### config.mk
export PLATFORM = sky130hd
export DESIGN_NAME = fifo_recent_id_set
export DESIGN_NICKNAME = d
export VERILOG_FILES = /design/src/rtl/frs_pkg.sv /design/src/rtl/frs_cell.sv /design/src/rtl/fifo_recent_id_set.sv
export SDC_FILE = /design/constraint.sdc
export NUM_CORES = 2
export LEC_CHECK = 0
export ABC_CLOCK_PERIOD_IN_PS = 4350
export BUFFER_PORTS_ARGS = -buffer_cell sky130_fd_sc_hd__buf_2
export CAP_MARGIN = 20
export CORE_MARGIN = 2
export CORE_UTILIZATION = 58
export CTS_CLUSTER_DIAMETER = 60
export DETAILED_ROUTE_END_ITERATION = 10
export PLACE_DENSITY = 0.75
export REMOVE_ABC_BUFFERS = 1
export SYNTH_ARGS = -nofsm -noshare
export SYNTH_HDL_FRONTEND = slang
export SYNTH_HIERARCHICAL = 1
export SYNTH_SLANG_ARGS = --single-unit
### constraint.sdc
create_clock -name i_clk -period 4.35 [get_ports i_clk]
set_input_delay 0.6525 -clock i_clk [delete_from_list [all_inputs] [get_ports i_clk]]
set_output_delay 0.6525 -clock i_clk [all_outputs]
set_load 0.05 [all_outputs]
### src/rtl/frs_pkg.sv
package frs_pkg;

    // Input item: message (mode 0) or dump request (mode 1)
    typedef struct packed {
        logic        mode;
        logic [31:0] ident;
    } t_frs_in;

    // Result item: one held identifier of a dump
    typedef struct packed {
        logic [31:0] entry;
        logic        entry_valid;
        logic [5:0]  held_count;
        logic        last;
    } t_frs_out;

    // Per-cycle operation broadcast to every cell of the chain
    typedef struct packed {
        logic insert;   // shift toward the old end, new identifier enters cell 0
        logic rotate;   // shift toward the head, head wraps to the last held cell
    } t_frs_ctl;

    typedef enum logic [0:0] {
        ST_IDLE,
        ST_DUMP
    } t_frs_state;

    localparam logic       MODE_MSG     = 1'b0;
    localparam logic [5:0] CAP_RESET    = 6'd32;

endpackage

### src/rtl/frs_cell.sv
module frs_cell #(
    parameter int IDW = 32
) (
    input  logic               i_clk,
    input  logic               i_rst_n,
    input  frs_pkg::t_frs_ctl  i_ctl,
    input  logic               i_allow,
    input  logic               i_wrap,
    input  logic [IDW-1:0]     i_prev_ident,
    input  logic               i_prev_valid,
    input  logic [IDW-1:0]     i_next_ident,
    input  logic [IDW-1:0]     i_head_ident,
    input  logic [IDW-1:0]     i_cmp_ident,
    output logic [IDW-1:0]     o_ident,
    output logic               o_valid,
    output logic               o_hit
);
    import frs_pkg::*;

    logic [IDW-1:0] r_ident;
    logic           r_valid;

    // Take the newer neighbor's slot on insert, the older one's on rotate
    always_ff @(posedge i_clk) begin
        if (i_ctl.insert) begin
            r_ident <= i_prev_ident;
        end else if (i_ctl.rotate) begin
            r_ident <= i_wrap ? i_head_ident : i_next_ident;
        end
    end

    // Drop the slot on insert when it falls beyond the capacity
    always_ff @(posedge i_clk) begin
        if (!i_rst_n) begin
            r_valid <= 1'b0;
        end else if (i_ctl.insert) begin
            r_valid <= i_prev_valid & i_allow;
        end
    end

    assign o_ident = r_ident;
    assign o_valid = r_valid;
    assign o_hit   = r_valid && (r_ident == i_cmp_ident);

endmodule

### src/rtl/fifo_recent_id_set.sv
// Messages: accepted one per cycle outside a dump, no result; a new identifier is held
// the next cycle. Dump: stalls the input until its last result, one result per cycle
// from the head cell while the output is not stalled, as the chain rotates back to its
// original order. Synchronous active-low reset clears all valid marks, the fill count
// and the output valid flag; capacity returns to 32. Identifier slots are not cleared.
module fifo_recent_id_set #(
    parameter int MAX_ENTRIES = 32,
    parameter int IDENT_BITS  = 32
) (
    input  logic              i_clk,
    input  logic              i_rst_n,
    input  logic              i_in_valid,
    output logic              o_in_stall,
    input  frs_pkg::t_frs_in  i_in_data,
    output logic              o_out_valid,
    input  logic              i_out_stall,
    output frs_pkg::t_frs_out o_out_data,
    input  logic              i_cfg_valid,
    output logic              o_cfg_ready,
    input  logic [5:0]        i_cfg_data
);
    import frs_pkg::*;

    localparam int IDW   = (IDENT_BITS < 32) ? IDENT_BITS : 32;
    localparam int CNT_W = $clog2(MAX_ENTRIES + 1);

    logic [5:0]       r_cap;
    logic [CNT_W-1:0] r_fill;
    logic [CNT_W-1:0] n_fill;
    logic [CNT_W-1:0] r_idx;
    logic [CNT_W-1:0] n_idx;
    t_frs_state       r_state;
    t_frs_state       n_state;
    logic             r_out_valid;
    t_frs_out         r_out;
    t_frs_out         n_out;

    logic [CNT_W-1:0] w_cap_eff;
    logic [CNT_W-1:0] w_keep;
    logic [IDW-1:0]   w_cmp;
    logic             w_accept;
    logic             w_hit;
    logic             w_emit;
    logic             w_slot_free;
    t_frs_ctl         w_ctl;

    logic [IDW-1:0]   w_ident [MAX_ENTRIES];
    logic             w_valid [MAX_ENTRIES];
    logic [MAX_ENTRIES-1:0] w_hits;

    assign o_cfg_ready = 1'b1;
    assign o_in_stall  = (r_state == ST_DUMP);
    assign w_accept    = i_in_valid && !o_in_stall;
    assign w_cmp       = i_in_data.ident[IDW-1:0];
    assign w_hit       = |w_hits;
    assign w_slot_free = !r_out_valid || !i_out_stall;

    // Clamp capacity into 1..MAX_ENTRIES
    always_comb begin
        if (r_cap == 6'd0) begin
            w_cap_eff = CNT_W'(1);
        end else if ({1'b0, r_cap} > 7'(MAX_ENTRIES)) begin
            w_cap_eff = CNT_W'(MAX_ENTRIES);
        end else begin
            w_cap_eff = CNT_W'(r_cap);
        end
    end

    // Survivors of an insert, then the new fill
    assign w_keep = (r_fill >= w_cap_eff) ? (w_cap_eff - CNT_W'(1)) : r_fill;
    assign n_fill = w_keep + CNT_W'(1);

    // Chain of cells, cell 0 is the newest
    for (genvar i = 0; i < MAX_ENTRIES; i++) begin : g_cell
        logic [IDW-1:0] w_prev_ident;
        logic           w_prev_valid;
        logic [IDW-1:0] w_next_ident;

        if (i == 0) begin : g_head
            assign w_prev_ident = w_cmp;
            assign w_prev_valid = 1'b1;
        end else begin : g_body
            assign w_prev_ident = w_ident[i-1];
            assign w_prev_valid = w_valid[i-1];
        end

        if (i == MAX_ENTRIES - 1) begin : g_tail
            assign w_next_ident = w_ident[0];
        end else begin : g_mid
            assign w_next_ident = w_ident[i+1];
        end

        frs_cell #(
            .IDW (IDW)
        ) u_cell (
            .i_clk        (i_clk),
            .i_rst_n      (i_rst_n),
            .i_ctl        (w_ctl),
            .i_allow      (CNT_W'(i) < w_cap_eff),
            .i_wrap       (CNT_W'(i) == (r_fill - CNT_W'(1))),
            .i_prev_ident (w_prev_ident),
            .i_prev_valid (w_prev_valid),
            .i_next_ident (w_next_ident),
            .i_head_ident (w_ident[0]),
            .i_cmp_ident  (w_cmp),
            .o_ident      (w_ident[i]),
            .o_valid      (w_valid[i]),
            .o_hit        (w_hits[i])
        );
    end

    // State register and counters
    always_ff @(posedge i_clk) begin
        if (!i_rst_n) begin
            r_state <= ST_IDLE;
            r_idx   <= '0;
            r_fill  <= '0;
            r_cap   <= CAP_RESET;
        end else begin
            r_state <= n_state;
            r_idx   <= n_idx;
            if (w_ctl.insert) begin
                r_fill <= n_fill;
            end
            if (i_cfg_valid && o_cfg_ready) begin
                r_cap <= i_cfg_data;
            end
        end
    end

    // Next state, chain operation and result
    always_comb begin
        n_state      = r_state;
        n_idx        = r_idx;
        w_ctl.insert = 1'b0;
        w_ctl.rotate = 1'b0;
        w_emit       = 1'b0;
        n_out.entry       = 32'(w_ident[0]);
        n_out.entry_valid = (r_fill != '0);
        n_out.held_count  = 6'(r_fill);
        n_out.last        = (r_fill == '0) || (r_idx == (r_fill - CNT_W'(1)));
        if (r_fill == '0) begin
            n_out.entry = '0;
        end
        case (r_state)
            ST_IDLE: begin
                if (w_accept) begin
                    if (i_in_data.mode == MODE_MSG) begin
                        w_ctl.insert = !w_hit;
                    end else begin
                        n_state = ST_DUMP;
                        n_idx   = '0;
                    end
                end
            end
            ST_DUMP: begin
                if (w_slot_free) begin
                    w_emit       = 1'b1;
                    w_ctl.rotate = (r_fill != '0);
                    if (n_out.last) begin
                        n_state = ST_IDLE;
                        n_idx   = '0;
                    end else begin
                        n_idx = r_idx + CNT_W'(1);
                    end
                end
            end
            default: begin
                n_state = ST_IDLE;
            end
        endcase
    end

    // Output register: load on emit, clear on transfer
    always_ff @(posedge i_clk) begin
        if (!i_rst_n) begin
            r_out_valid <= 1'b0;
        end else if (w_emit) begin
            r_out_valid <= 1'b1;
        end else if (!i_out_stall) begin
            r_out_valid <= 1'b0;
        end
    end

    always_ff @(posedge i_clk) begin
        if (w_emit) begin
            r_out <= n_out;
        end
    end

    assign o_out_valid = r_out_valid;
    assign o_out_data  = r_out;

endmodule
==> metrics.md <==
| Metric | Value |
|---|---|
| Root Driver | `clkbuf_16` |
| Place WS | `-0.6564 ns` |
| Switching Fraction | `0.3028` |
| Detailed Route Iter0 Violations | `6,417` |
| Status | `complete, no violations` |
| Syn avg cell area | `between 10 and 15 um2` |
| NumNets Final | `6,595` |
| Core area | `0.1164 mm2` |
| Number of port buffers | `85` |
| Synth Area in XOR/XNOR | `0.1339` |
| Min-Delay Path Class | `input pin to flop` |
| Unrepaired setup endpoints after global routing | `false` |
| Slew HR | `0.3316` |
| Initial antenna violation count | `7` |
| Die Area | `0.1202 mm2` |
| Worst-path clk slew | `roughly 0.060 ns` |
| Netlist cell types | `54` |
| Final Cycle Share | `0.9635` |
| R2R setup slack | `0.16 ns` |
| CTS Sinks | `1,116` |
| First-pass GRT wire length | `286,600 um` |
| CP endpoint kind | `flop` |
| Clk_skew | `0.03930 ns` |
| Comb pwr share | `0.197` |
| DRC | `0` |
| CTS H-tree depth | `4` |
| Cell mode on critical path | `buf_12` |
| EDFF count, synth | `1,064` |
| Layout area overhead | `12.26%` |
| Hold path cells | `3` |
| Maximum VDD drop | `0.4360 mV` |
| CP Cell Sequence | `xor2_1 > nor4_1 > nand4_1 > nor3_2 > nor4b_1 > nand4_1 > nor3_4 > buf_12 > buf_12 > buf_12 > o21ai_0` |
| Largest net degree at the start of global routing | `205` |
| Top Layer Used | `met5` |
| Clock latency on the worst-skew pair | `0.76 ns` |
| Asr flop ratio synth | `0` |
| Fin. max-slew vios | `0` |
| # setup viols final | `0` |
| Final Hold Violating Endpoints | `0` |
| Final core occ | `0.6570` |
| Adder-cell area share of the yosys netlist | `0.002939` |
| Worst Reg2Reg Path Length in Cells | `11` |
| Post-synthesis mux area share | `0.1518` |
| Post-route minimum period | `4.191 ns` |
| Pwr Density | `418.7 mW/mm2` |
| Vias in the first global route | `49,630` |
| Critical path buffers and inverters | `3` |
| Sequential share of the synthesized area | `0.4844` |
| FF/Latch Area | `between 0.03 and 0.04 mm2` |
| DR vias | `51,270` |
| Metal2 WL | `about 86,000 um` |
| Max-cap violations | `0` |
| Kind of critical path | `flop to flop` |
| Clock Power Share | `0.335` |
| #FFs+latches synth | `1,116` |
| Crit path required time | `4.79 ns` |
| Simple-Gate Fraction of Synth Area | `0.1136` |
| Internal power contribution | `22,320 uW` |
| Area occupied by multi-input gates | `roughly 0.033 mm2` |
| DP Wirelength | `128,500 um` |
| CP Launch Type | `flop` |
| Crit-path max cell delay | `0.68 ns` |
| Die H | `346.7 um` |
| CTS tree | `yes` |
| Die X-Extent | `346.7 um` |
| CTS Buffer Depth | `3` |
| DRT Pass-1 Iters | `8` |
| Routed WL | `184,800 um` |
| Io pins | `87` |
| Filler Cells Inserted | `roughly 8,800` |
| Post-synthesis compound-gate area fraction | `0.08486` |
| FF-to-FF End | `g_cell[27].u_cell/o_ident[16]` |
| Starting Density | `0.5853` |
| Met3 WL | `14,920 um` |
| Yosys warning count | `6` |
| Prevailing post-synth register cell | `edfxtp_1` |
| Worst hold endpoint | `r_cap[5]` |
| Setup slack after layout | `0.1588 ns` |
| Leakage | `around 0.024 uW` |
| Antenna-violating nets left | `0` |
| Worst slew pin tran | `1.003 ns` |
| TritonCTS Buffers | `about 130` |
| Worst path slowest cell | `nor4b_1` |
| Total grt overflow | `0` |
| Cell count after synthesis | `approximately 6,400` |
| RD Place Congestion | `0.8960` |
| Largest family of logic cells by synthesized area | `multiplexers` |
| Worst-path fanout max | `204` |
| Layout cells sized above 1 | `0.1011` |
| Worst EP arrival | `4.63 ns` |
| Post-synthesis cell area | `0.06811 mm2` |
| Routed WL per cell | `22.66 um` |
| Seq pwr share | `0.467` |
| GRT Total Usage | `0.2997` |
| # rows | `125` |
| Avg Vias per Cell | `6.288` |
| R2R Path Start | `g_cell[0].u_cell/o_ident[31]` |
| Worst hold start | `i_cfg_data[5]` |
| Met1 WL | `79,460 um` |
| Net Sw Power | `a little under 10,000 uW` |
| Crit-path leading delay family | `simple AND/OR/NAND/NOR gates` |
| Maximum clock rate | `238.6 MHz` |
==> synth_stat cells, types with 2 or more instances <==
cell	number	share of area
nand2b_1	38	0.0035
inv_1	12	0.00066
buf_2	70	0.0051
and2_1	32	0.0029
a21oi_1	15	0.0011
and3_1	3	0.00028
or3_1	3	0.00028
a311o_1	2	0.00029
a31oi_1	5	0.00046
nand3_1	108	0.0079
nor3_1	37	0.0027
o21a_1	2	0.00022
mux2i_1	1033	0.15
xor2_1	998	0.13
nand2_1	1057	0.058
buf_6	3	0.00050
dfxtp_1	52	0.015
clkbuf_1	203	0.011
nor4_1	234	0.021
buf_1	2	0.00011
xnor2_1	41	0.0053
a21o_1	5	0.00055
nand4_1	34	0.0031
ha_1	16	0.0029
edfxtp_1	1064	0.47
nor2b_1	8	0.00073
o21ai_0	1040	0.076
o31a_1	5	0.00064
a21boi_0	33	0.0036
nor3_2	33	0.0049
or2_2	32	0.0029
nor2_1	58	0.0032
a211oi_1	2	0.00022
buf_4	97	0.011
==> kinds of logic (layout without fill, tap and decap cells) <==
group                      Yosys count  in the layout
buffers and inverters              388            619
xor gates and xnor gates          1040           1040
muxes                             1033           1033
other                                1              3
adders and majority gates           16             16
AOI/OAI and AO/OA                 1118           1118
and+or+nand+nor                   1685           1685
DFF                               1116           1116
==> worst max-delay path by stage <==
stage | startpoint | endpoint | slack [ns] | depth (start not counted)
floorplan | g_cell[0].u_cell/o_ident[23] | g_cell[0].u_cell/o_ident[0] | -52.44 | 8
global placement | i_in_data[31] | g_cell[29].u_cell/o_ident[16] | -0.57 | 12
detailed placement | i_in_data[31] | g_cell[31].u_cell/o_ident[23] | -0.66 | 12
CTS | g_cell[0].u_cell/o_ident[31] | g_cell[0].u_cell/o_ident[24] | 0.06 | 10
global route | g_cell[0].u_cell/o_ident[31] | g_cell[28].u_cell/o_ident[8] | 0.11 | 11
finish | g_cell[0].u_cell/o_ident[31] | g_cell[27].u_cell/o_ident[16] | 0.16 | 11
==> layout make-up <==
class                           instances  share of cell area
Sequential cell                      1116              0.4315
Clock inverter                         67            0.008003
Inverter                               13           0.0006382
Timing Repair Buffer                  379             0.05199
Tap cell                             1524             0.02494
Clock buffer                          160             0.04527
Multi-Input combinational cell       4894              0.4376
Antenna cell                            1          0.00003273
==> routing by layer <==
layer | GRT usage | up-vias
li1 | - | 23340
met1 | 0.4303 | 25260
met2 | 0.4769 | 2340
met3 | 0.03964 | 325
met4 | 0.08687 | 4
met5 | 0 | -
==> tightest hold or removal path, stage by stage <==
cell and delay (ns):
buf_2 0.08, nand2_1 0.04, o211ai_1 0.07
==> repair_timing <==
item,CTS,global route
gates resized for setup,1,0
buffers inserted,0,1
pin swaps,1,1
hold buffers,0,0
setup endpoints to repair,42,217
==> placed cells by master, fill, tap and decap left out, drive strengths merged, types with 2 or more instances in the layout <==
cell,n
nand3,108
a31oi,5
clkinvlp,5
nor2b,8
ha,16
nand2,1058
xor2,998
a211oi,4
inv,18
buf,379
clkinv,47
bufinv,10
mux2i,1033
o21ai,1041
edfxtp,1064
nand2b,38
a311o,2
clkbuf,160
or3,3
o21a,2
nor4b,2
nor4,235
and2,32
and3,3
a21oi,15
xnor2,41
conb,2
a21o,5
dfxtp,52
nor2,59
nand4,34
or2,32
nor3,70
a21boi,33
o31a,5
==> flip-flops by register name, summed over array words and instances (netlist names) <==
| signal | count |
|---|---|
| g_cell.u_cell/o_ident | 1024 |
| o_out_data | 40 |
| g_cell.u_cell/o_valid | 32 |
| r_cap | 6 |
| r_fill | 6 |
| r_idx | 6 |
| o_in_stall | 1 |
| o_out_valid | 1 |
==> per-stage QoR <==
stage	TNS, ns	cell area (um2)	power, uW	std cells	hold slack [ns]
after floorplan	-	66230	20140	6023	0.4395
after global placement	-528.24	72360	21110	7925	0.4680
after detailed placement	-549.52	72360	21320	7925	0.4809
after CTS	0	76430	32010	8152	0.1011
after global routing	0	76450	33220	8153	0.1255
final	0	76450	32010	8154	0.1376
==> power by group through the flow <==
stage	clock (uW)	combinational (uW)	sequential, uW
after floorplan	0	5000	15100
after global placement	0	5980	15100
after detailed placement	0	6190	15100
after CTS	10800	6230	14900
after global routing	11300	6860	15100
final	10700	6310	15000
Note: power is estimated with default switching activity, not from simulation.
